$ cat src/hdl/mcpg_pkg.sv
// Shared types, codes and constants of the multi-channel PWM generator.
`timescale 1ns / 1ps
package mcpg_pkg;

   // Default table depth
   localparam int CHANNELS_DEF = 8;

   // Field widths
   localparam int PIN_W    = 8;
   localparam int FREQ_W   = 16;
   localparam int DUTY_W   = 11;
   localparam int PERIOD_W = 20;
   localparam int TIME_W   = 32;

   // Divider: fixed dividend, one quotient bit a step
   localparam int                  QUOT_W   = PERIOD_W;
   localparam int                  STEP_W   = $clog2(QUOT_W + 1);
   localparam logic [QUOT_W-1:0]   US_PER_S = QUOT_W'(1000000);

   // Full-scale duty
   localparam logic [DUTY_W-1:0] DUTY_FULL = DUTY_W'(1024);

   // Command codes
   localparam logic [2:0] MODE_TICK = 3'd0;
   localparam logic [2:0] MODE_ADD  = 3'd1;
   localparam logic [2:0] MODE_FREQ = 3'd2;
   localparam logic [2:0] MODE_DUTY = 3'd3;
   localparam logic [2:0] MODE_ON   = 3'd4;
   localparam logic [2:0] MODE_OFF  = 3'd5;

   // Unused command codes, ignored by the block
   localparam logic [2:0] MODE_SPARE_A = 3'd6;
   localparam logic [2:0] MODE_SPARE_B = 3'd7;

   // Result kinds
   localparam logic [1:0] KIND_LEVEL    = 2'd0;
   localparam logic [1:0] KIND_ADD_OK   = 2'd1;
   localparam logic [1:0] KIND_ADD_FULL = 2'd2;

   // Sequencer states
   typedef enum logic [2:0] {
      ST_IDLE,
      ST_LOAD,
      ST_DIV,
      ST_MUL,
      ST_WRITE,
      ST_SCAN,
      ST_EVAL
   } state_type;

   // One channel table entry
   typedef struct packed {
      logic [PIN_W-1:0]    pin;
      logic [FREQ_W-1:0]   freq;
      logic [DUTY_W-1:0]   duty;
      logic [PERIOD_W-1:0] period;
      logic [PERIOD_W-1:0] high;
      logic [TIME_W-1:0]   start;
   } chan_rec_type;

   // Duty saturates at full scale
   function automatic logic [DUTY_W-1:0] sat_duty(input logic [DUTY_W-1:0] d);
      return (d > DUTY_FULL) ? DUTY_FULL : d;
   endfunction

endpackage

$ cat src/hdl/mcpg_div.sv
// Restoring divider: 1000000 / divisor, one quotient bit per cycle.
`timescale 1ns / 1ps
module mcpg_div (
   input  logic                                 clock,
   input  logic                                 reset,
   input  logic                                 start,
   input  logic [mcpg_pkg::FREQ_W-1:0]          divisor,
   output logic                                 done,
   output logic [mcpg_pkg::QUOT_W-1:0]          quotient
);

   logic                              active_ff, active_in;
   logic                              done_ff, done_in;
   logic [mcpg_pkg::STEP_W-1:0]       cnt_ff, cnt_in;
   logic [mcpg_pkg::FREQ_W-1:0]       rem_ff, rem_in;
   logic [mcpg_pkg::FREQ_W-1:0]       dsr_ff, dsr_in;
   logic [mcpg_pkg::QUOT_W-1:0]       dvd_ff, dvd_in;
   logic [mcpg_pkg::QUOT_W-1:0]       quot_ff, quot_in;
   logic [mcpg_pkg::FREQ_W:0]         shifted;
   logic [mcpg_pkg::FREQ_W:0]         diff;
   logic                              fits;

   // One trial subtraction
   assign shifted = {rem_ff, dvd_ff[mcpg_pkg::QUOT_W-1]};
   assign diff    = shifted - {1'b0, dsr_ff};
   assign fits    = (shifted >= {1'b0, dsr_ff});

   // Step control
   always_comb begin
      active_in = active_ff;
      done_in   = 1'b0;
      cnt_in    = cnt_ff;
      rem_in    = rem_ff;
      dsr_in    = dsr_ff;
      dvd_in    = dvd_ff;
      quot_in   = quot_ff;
      if (start) begin
         active_in = 1'b1;
         cnt_in    = mcpg_pkg::STEP_W'(mcpg_pkg::QUOT_W);
         rem_in    = '0;
         dsr_in    = divisor;
         dvd_in    = mcpg_pkg::US_PER_S;
         quot_in   = '0;
      end else if (active_ff) begin
         rem_in  = fits ? diff[mcpg_pkg::FREQ_W-1:0] : shifted[mcpg_pkg::FREQ_W-1:0];
         quot_in = {quot_ff[mcpg_pkg::QUOT_W-2:0], fits};
         dvd_in  = {dvd_ff[mcpg_pkg::QUOT_W-2:0], 1'b0};
         cnt_in  = cnt_ff - mcpg_pkg::STEP_W'(1);
         if (cnt_ff == mcpg_pkg::STEP_W'(1)) begin
            active_in = 1'b0;
            done_in   = 1'b1;
         end
      end
   end

   // Control registers
   always_ff @(posedge clock) begin
      if (reset) begin
         active_ff <= 1'b0;
         done_ff   <= 1'b0;
      end else begin
         active_ff <= active_in;
         done_ff   <= done_in;
      end
   end

   // Datapath registers
   always_ff @(posedge clock) begin
      cnt_ff  <= cnt_in;
      rem_ff  <= rem_in;
      dsr_ff  <= dsr_in;
      dvd_ff  <= dvd_in;
      quot_ff <= quot_in;
   end

   assign done     = done_ff;
   assign quotient = quot_ff;

endmodule

$ cat src/hdl/mcpg_table.sv
// Channel table memory: one write port, one registered read port.
`timescale 1ns / 1ps
module mcpg_table #(
   parameter int CHANNELS = mcpg_pkg::CHANNELS_DEF,
   parameter int IDX_W    = (CHANNELS > 1) ? $clog2(CHANNELS) : 1
) (
   input  logic                         clock,
   input  logic                         wr_en,
   input  logic [IDX_W-1:0]             wr_addr,
   input  mcpg_pkg::chan_rec_type       wr_data,
   input  logic [IDX_W-1:0]             rd_addr,
   output mcpg_pkg::chan_rec_type       rd_data
);

   mcpg_pkg::chan_rec_type mem_ff [CHANNELS];
   mcpg_pkg::chan_rec_type rd_data_ff;

   // Write port
   always_ff @(posedge clock) begin
      if (wr_en) begin
         mem_ff[wr_addr] <= wr_data;
      end
   end

   // Read port
   always_ff @(posedge clock) begin
      rd_data_ff <= mem_ff[rd_addr];
   end

   assign rd_data = rd_data_ff;

endmodule

$ cat src/hdl/multi_channel_pwm_generator.sv
// Multi-channel PWM generator: command sequencer over a channel table and a shared divider.
// Enable, disable, spare codes and a refused add stay idle. Add runs DIV, MUL, WRITE (WRITE if zero
// frequency), set-frequency LOAD, DIV, MUL, WRITE, set-duty LOAD, MUL, WRITE (LOAD, WRITE if zero).
// Tick: SCAN, EVAL per enabled channel; SCAN per skipped index below the last enabled; final SCAN.
// Each result is registered onto the rsp_ ports in the cycle after it is formed; the receiver cannot stall.
// Reset clears the sequencer, channel count and enable flags; table entries are kept.
`timescale 1ns / 1ps
module multi_channel_pwm_generator #(
   parameter int CHANNELS = mcpg_pkg::CHANNELS_DEF
) (
   input  logic                             clock,
   input  logic                             reset,
   input  logic                             start,
   output logic                             busy,
   input  logic [2:0]                       req_mode,
   input  logic [2:0]                       req_channel,
   input  logic [mcpg_pkg::PIN_W-1:0]       req_pin,
   input  logic [mcpg_pkg::FREQ_W-1:0]      req_freq,
   input  logic [mcpg_pkg::DUTY_W-1:0]      req_duty,
   input  logic [mcpg_pkg::TIME_W-1:0]      req_now,
   output logic                             rsp_valid,
   output logic [1:0]                       rsp_kind,
   output logic [2:0]                       rsp_channel_res,
   output logic [mcpg_pkg::PIN_W-1:0]       rsp_pin_res,
   output logic                             rsp_level,
   output logic                             rsp_last
);

   localparam int IDX_W = (CHANNELS > 1) ? $clog2(CHANNELS) : 1;
   localparam int CNT_W = $clog2(CHANNELS + 1);

   mcpg_pkg::state_type               state_ff, state_in;
   mcpg_pkg::chan_rec_type            work_ff, work_in;
   logic [IDX_W-1:0]                  addr_ff, addr_in;
   logic [2:0]                        mode_ff, mode_in;
   logic [mcpg_pkg::TIME_W-1:0]       now_ff, now_in;
   logic [mcpg_pkg::FREQ_W-1:0]       arg_freq_ff, arg_freq_in;
   logic [mcpg_pkg::DUTY_W-1:0]       arg_duty_ff, arg_duty_in;
   logic [CHANNELS-1:0]               pending_ff, pending_in;
   logic [CHANNELS-1:0]               on_ff, on_in;
   logic [CNT_W-1:0]                  count_ff, count_in;

   logic                              rsp_valid_ff, rsp_valid_in;
   logic [1:0]                        rsp_kind_ff, rsp_kind_in;
   logic [2:0]                        rsp_chan_ff, rsp_chan_in;
   logic [mcpg_pkg::PIN_W-1:0]        rsp_pin_ff, rsp_pin_in;
   logic                              rsp_level_ff, rsp_level_in;
   logic                              rsp_last_ff, rsp_last_in;

   logic                              div_start;
   logic                              div_done;
   logic [mcpg_pkg::QUOT_W-1:0]       div_quot;
   logic                              wr_en;
   mcpg_pkg::chan_rec_type            wr_data;
   logic [IDX_W-1:0]                  rd_addr;
   mcpg_pkg::chan_rec_type            rd_data;

   // Shared divider
   mcpg_div u_div (
      .clock    (clock),
      .reset    (reset),
      .start    (div_start),
      .divisor  (work_in.freq),
      .done     (div_done),
      .quotient (div_quot)
   );

   // Channel table
   mcpg_table #(
      .CHANNELS (CHANNELS),
      .IDX_W    (IDX_W)
   ) u_table (
      .clock   (clock),
      .wr_en   (wr_en),
      .wr_addr (addr_ff),
      .wr_data (wr_data),
      .rd_addr (rd_addr),
      .rd_data (rd_data)
   );

   // Sequencer: next state and datapath
   always_comb begin
      mcpg_pkg::chan_rec_type       rec;
      logic [29:0]                  prod;
      logic [mcpg_pkg::TIME_W-1:0]  elapsed;
      logic [CHANNELS-1:0]          sel_bit;
      logic                         claimed;

      rec      = rd_data;
      prod     = 30'(work_ff.duty) * 30'(work_ff.period);
      elapsed  = now_ff - rd_data.start;
      sel_bit  = CHANNELS'(1) << addr_ff;
      claimed  = (32'(req_channel) < 32'(count_ff));

      state_in     = state_ff;
      work_in      = work_ff;
      addr_in      = addr_ff;
      mode_in      = mode_ff;
      now_in       = now_ff;
      arg_freq_in  = arg_freq_ff;
      arg_duty_in  = arg_duty_ff;
      pending_in   = pending_ff;
      on_in        = on_ff;
      count_in     = count_ff;
      div_start    = 1'b0;
      wr_en        = 1'b0;
      wr_data      = work_ff;
      rd_addr      = addr_ff;
      rsp_valid_in = 1'b0;
      rsp_kind_in  = mcpg_pkg::KIND_LEVEL;
      rsp_chan_in  = '0;
      rsp_pin_in   = '0;
      rsp_level_in = 1'b0;
      rsp_last_in  = 1'b0;

      case (state_ff)
         mcpg_pkg::ST_IDLE: begin
            rd_addr = IDX_W'(req_channel);
            if (start) begin
               mode_in     = req_mode;
               now_in      = req_now;
               arg_freq_in = req_freq;
               arg_duty_in = mcpg_pkg::sat_duty(req_duty);
               addr_in     = IDX_W'(req_channel);
               case (req_mode)
                  mcpg_pkg::MODE_TICK: begin
                     addr_in    = '0;
                     pending_in = on_ff;
                     state_in   = mcpg_pkg::ST_SCAN;
                  end
                  mcpg_pkg::MODE_ADD: begin
                     if (count_ff == CNT_W'(CHANNELS)) begin
                        rsp_valid_in = 1'b1;
                        rsp_kind_in  = mcpg_pkg::KIND_ADD_FULL;
                        rsp_last_in  = 1'b1;
                     end else begin
                        addr_in       = IDX_W'(count_ff);
                        work_in.pin   = req_pin;
                        work_in.freq  = req_freq;
                        work_in.duty  = mcpg_pkg::sat_duty(req_duty);
                        work_in.period = '0;
                        work_in.high  = '0;
                        work_in.start = req_now;
                        if (req_freq != '0) begin
                           div_start = 1'b1;
                           state_in  = mcpg_pkg::ST_DIV;
                        end else begin
                           state_in  = mcpg_pkg::ST_WRITE;
                        end
                     end
                  end
                  mcpg_pkg::MODE_FREQ, mcpg_pkg::MODE_DUTY: begin
                     if (claimed) begin
                        state_in = mcpg_pkg::ST_LOAD;
                     end
                  end
                  mcpg_pkg::MODE_ON: begin
                     if (claimed) begin
                        on_in[IDX_W'(req_channel)] = 1'b1;
                     end
                  end
                  mcpg_pkg::MODE_OFF: begin
                     if (claimed) begin
                        on_in[IDX_W'(req_channel)] = 1'b0;
                     end
                  end
                  default: begin
                  end
               endcase
            end
         end

         // Entry read back: merge the new frequency or duty
         mcpg_pkg::ST_LOAD: begin
            if (mode_ff == mcpg_pkg::MODE_FREQ) begin
               rec.freq = arg_freq_ff;
            end else begin
               rec.duty = arg_duty_ff;
            end
            work_in = rec;
            if (mode_ff == mcpg_pkg::MODE_FREQ && rec.freq != '0) begin
               div_start = 1'b1;
               state_in  = mcpg_pkg::ST_DIV;
            end else if (rec.freq == '0) begin
               work_in.high = '0;
               state_in     = mcpg_pkg::ST_WRITE;
            end else begin
               state_in = mcpg_pkg::ST_MUL;
            end
         end

         // Period from the divider
         mcpg_pkg::ST_DIV: begin
            if (div_done) begin
               work_in.period = div_quot;
               state_in       = mcpg_pkg::ST_MUL;
            end
         end

         // High time = duty * period / 1024
         mcpg_pkg::ST_MUL: begin
            work_in.high = prod[29:10];
            state_in     = mcpg_pkg::ST_WRITE;
         end

         mcpg_pkg::ST_WRITE: begin
            wr_en = 1'b1;
            if (mode_ff == mcpg_pkg::MODE_ADD) begin
               rsp_valid_in   = 1'b1;
               rsp_kind_in    = mcpg_pkg::KIND_ADD_OK;
               rsp_chan_in    = 3'(addr_ff);
               rsp_pin_in     = work_ff.pin;
               rsp_last_in    = 1'b1;
               count_in       = count_ff + CNT_W'(1);
               on_in[addr_ff] = 1'b1;
            end
            state_in = mcpg_pkg::ST_IDLE;
         end

         // Tick walk: find the next enabled channel
         mcpg_pkg::ST_SCAN: begin
            if (pending_ff == '0) begin
               state_in = mcpg_pkg::ST_IDLE;
            end else if (pending_ff[addr_ff]) begin
               state_in = mcpg_pkg::ST_EVAL;
            end else begin
               addr_in = addr_ff + IDX_W'(1);
            end
         end

         // Report level, restart the cycle once the period has passed
         mcpg_pkg::ST_EVAL: begin
            rsp_valid_in = 1'b1;
            rsp_kind_in  = mcpg_pkg::KIND_LEVEL;
            rsp_chan_in  = 3'(addr_ff);
            rsp_pin_in   = rd_data.pin;
            rsp_level_in = (elapsed <= {12'b0, rd_data.high});
            rsp_last_in  = ((pending_ff & ~sel_bit) == '0);
            if (elapsed > {12'b0, rd_data.period}) begin
               wr_en         = 1'b1;
               wr_data       = rd_data;
               wr_data.start = now_ff;
            end
            pending_in = pending_ff & ~sel_bit;
            addr_in    = addr_ff + IDX_W'(1);
            state_in   = mcpg_pkg::ST_SCAN;
         end

         default: begin
            state_in = mcpg_pkg::ST_IDLE;
         end
      endcase
   end

   // Control registers
   always_ff @(posedge clock) begin
      if (reset) begin
         state_ff     <= mcpg_pkg::ST_IDLE;
         count_ff     <= '0;
         on_ff        <= '0;
         rsp_valid_ff <= 1'b0;
      end else begin
         state_ff     <= state_in;
         count_ff     <= count_in;
         on_ff        <= on_in;
         rsp_valid_ff <= rsp_valid_in;
      end
   end

   // Working and result registers
   always_ff @(posedge clock) begin
      work_ff      <= work_in;
      addr_ff      <= addr_in;
      mode_ff      <= mode_in;
      now_ff       <= now_in;
      arg_freq_ff  <= arg_freq_in;
      arg_duty_ff  <= arg_duty_in;
      pending_ff   <= pending_in;
      rsp_kind_ff  <= rsp_kind_in;
      rsp_chan_ff  <= rsp_chan_in;
      rsp_pin_ff   <= rsp_pin_in;
      rsp_level_ff <= rsp_level_in;
      rsp_last_ff  <= rsp_last_in;
   end

   assign busy            = (state_ff != mcpg_pkg::ST_IDLE);
   assign rsp_valid       = rsp_valid_ff;
   assign rsp_kind        = rsp_kind_ff;
   assign rsp_channel_res = rsp_chan_ff;
   assign rsp_pin_res     = rsp_pin_ff;
   assign rsp_level       = rsp_level_ff;
   assign rsp_last        = rsp_last_ff;

endmodule

$ cat config.mk
export PLATFORM = sky130hd
export DESIGN_NAME = multi_channel_pwm_generator
export DESIGN_NICKNAME = d
export VERILOG_FILES = /design/src/hdl/mcpg_pkg.sv /design/src/hdl/mcpg_div.sv /design/src/hdl/mcpg_table.sv /design/src/hdl/multi_channel_pwm_generator.sv
export SDC_FILE = /design/constraint.sdc
export NUM_CORES = 2
export LEC_CHECK = 0
export ABC_AREA = 0
export BUFFER_PORTS_ARGS = -buffer_cell sky130_fd_sc_hd__buf_2
export CELL_PAD_IN_SITES_DETAIL_PLACEMENT = 1
export CELL_PAD_IN_SITES_GLOBAL_PLACEMENT = 2
export CORE_AREA = 2 2 348 350
export CTS_CLUSTER_DIAMETER = 50
export DETAILED_ROUTE_END_ITERATION = 10
export DIE_AREA = 0 0 350 352
export GPL_ROUTABILITY_DRIVEN = 0
export PLACE_DENSITY_LB_ADDON = 0.1
export SYNTH_ARGS = -nofsm -noshare
export SYNTH_HDL_FRONTEND = slang
export SYNTH_SLANG_ARGS = --single-unit
$ cat constraint.sdc
create_clock -name clock -period 27.6 [get_ports clock]
set_input_delay 5.52 -clock clock [delete_from_list [all_inputs] [get_ports clock]]
set_output_delay 5.52 -clock clock [all_outputs]
set_load 0.02 [all_outputs]
==> impl_metrics.toml <==
[outcome]
status = "finished clean"

[yosys]
ys_seq_elements = 1247
postSynthCellCount = 4134
yosysWarnings = 0
synth_edf_count = 1036
synthTopCellsByArea = "edfxtp_1 52%, mux4_2 8.1%, dfxtp_1 7.1%, fa_1 5.4%, ha_1 3.4%"
synth_nets = 4533
synth_area_leader_cell = "edfxtp_1"
yosysUniqueCellTypes = 84
avgSynthCellArea_um2 = 14.35
synth_area_mm2 = 0.05931
seq_area_frac_synth_pct = 59.58
synth_top_cell_area_share_pct = 52.46
ys.flop_type = "edfxtp_1"
ys_async_sr_fraction_pct = 0

[clock_tree]
cts_tree = "done"
root_buffer = "clkbuf_16"
cts_max_path_buffers = 3
cts_buffers = 145
clk_pin_slew_ns = 0.06
cts_max_level = 4
cts.sink_count = 1247
post_cts_buffers = 0
clk_latency_ns = 0.80
cts.repair.resized = 0
hold_buffers = 0

[route]
viasPerCell = 6.169
dr.pass1.iters = 5
wire_per_inst_um = 28.18
dr.first_iter.drc_count = 3146
ant_nets = 0
num_vias = 36400
drt-total-wl_mm = 166.3
drc = 0

[final_layout]
seqCellArea_mm2 = 0.03534
most-common-layout-cells = "1,036 x edfxtp_1, 384 x nand2_1, 294 x inv_1, 214 x mux4_2, 210 x dfxtp_1"
synthToLayoutAreaGrowth_pct = 11.85
final_nets = 4560
final_common_cell = "edfxtp_1"
drive_above_1_share_pct = 18.00
fillers = 11278
final_util_pct = 55.58
multi_input_area_mm2 = 0.02196
final_cells = 5900

[setup_path]
crit_fanout = 40
critPathLaunchType = "input port"
cp.required_ns = 28.27
critPathCaptureType = "flop"
crit_type = "in2reg"
arrival_ns = 9.83

[hold_path]
min_path_type = "reg2reg"

[job]
drv_cap = 0

[timing]
setup_viol = 0
timing.final.crit_share_pct = 33.20
final.setup.tns_ns = 0
clock_skew_ns = 0.03357
final.setup.worst_slack_ns = 18.44
drv_slew = 0
max_slew_margin_pct = 7.734
finalCriticalPeriod_ns = 9.162
grt_setup_unrepaired = "no"
tightest_slew_ns = 1.372
hold_viol = 0
fmax_mhz = 109.1

[place]
place_ws_ns = 17.48
io_buffers = 92
dp.cells = 5626
dpl.hpwl_mm = 95.55

[floorplan]
row_count = 127
die_area_mm2 = 0.1232
die_x_um = 350
core_area_mm2 = 0.1193
start_util_pct = 49.70
die_height_um = 352
pin_count = 93

[global_routing]
grt_antenna_before_repair = 12
grt_pass1_vias = 38447
grt_overflow = 0
grt_max_degree = 108
globalRouteTotalUtil_pct = 27.24
grt_pass1_wl_mm = 249.2

[pwr]
power_density_mw_per_mm2 = 103.6
p_leak_nw = 23.40
peakVddDrop_mv = 0.08606
[cells by family after synthesis]
| kind of cell | share of synthesized area [%] |
|---|---|
| AND/OR/NAND/NOR | 7.852 |
| buffers and inverters | 3.709 |
| flip-flops | 59.58 |
| AO/OA/AOI/OAI | 7.699 |
| XOR/XNOR | 0.8123 |
| multiplexers | 11.50 |
| adder cells (fa/ha/maj) | 8.852 |
[state kept, by name, summed over array words and instances, names as in the netlist, 16 cells and up, named ones only]
register         count
arg_freq_ff         16
work_ff            107
u_div.rem_ff        16
u_table.mem_ff     856
u_div.quotient      20
now_ff              32
u_div.dsr_ff        16
u_table.rd_data    107
[final cells by class]
class                      instances  share of cell area, %
antenna                            4                0.01509
timing repair buffer             145                  1.464
clock inverter                    84                  1.545
clock buffer                     186                  5.870
inverter                         297                  1.683
multi-input combinational       2325                  33.11
sequential                      1247                  53.27
tap                             1612                  3.041
[synth_stat cells, types with 8 or more instances]
cell type / n
or3_1: 8
nor2_1: 114
inv_1: 296
buf_1: 19
mux2_2: 109
a21o_1: 32
o31ai_2: 29
a32oi_1: 107
and3_1: 11
nand4_1: 24
nor3_1: 34
mux4_2: 214
xnor2_1: 33
a31oi_1: 23
nand3_1: 31
o21ai_0: 208
dfxtp_1: 211
o21a_1: 15
o211ai_1: 8
nor2b_1: 22
fa_1: 161
a221o_1: 19
a21boi_0: 8
nand2b_1: 14
o31ai_1: 17
buf_2: 24
nand2_1: 385
a22o_1: 17
a311oi_1: 8
a211oi_1: 13
mux2i_1: 77
nor4b_1: 109
and2_1: 102
a21oi_1: 79
ha_1: 162
xor2_1: 22
edfxtp_1: 1036
nor4_1: 15
clkbuf_1: 208
[metal layers]
| layer | up-vias | GRT usage [%] | wire (um) |
|---|---|---|---|
| li1 | 15700 | - | - |
| met1 | 19096 | 37.83 | 71110 |
| met2 | 1311 | 43.59 | 78790 |
| met3 | 287 | 5.033 | 11590 |
| met4 | 6 | 8.621 | 4743 |
| met5 | - | 0 | 34 |
[power breakdown]
part	leakage (nW)	internal, mW	switching, mW
Sequential	11.2	2.25	0.127
Combinational	9.80	0.917	1.62
Clock	2.39	1.16	0.806
Total	23.4	4.32	2.55
[path summary, 6_finish.rpt]
| check | slack, ns | to | depth (start not counted) | startpoint |
|---|---|---|---|---|
| max | 18.44 | u_table.rd_data[57] | 7 | req_channel[0] |
| min | 0.46 | u_div.dvd_ff[6] | 2 | u_div.dvd_ff[6] |
| max reg2reg | 19.99 | work_ff[50] | 19 | work_ff[75] |
| min reg2reg | 0.46 | u_div.dvd_ff[6] | 2 | u_div.dvd_ff[6] |
[worst max-delay path, cell delays in order]
cell     delay [ns]
buf_2          0.19
mux2i_4        0.85
buf_4          0.77
buf_4          0.70
buf_4          0.80
mux4_2         0.61
mux2_2         0.29
[stage by stage]
stage	hold slack (ns)	cell area [um^2]	total power [mW]
2_1_floorplan	0.4298	59310	4.085
3_3_place_gp	0.4450	61400	4.920
3_5_place_dp	0.4501	61400	4.948
4_1_cts	0.4663	66320	6.938
5_1_grt	0.4799	66320	7.273
6_report	0.4594	66330	6.874
Power figures use the tool's default switching activity.
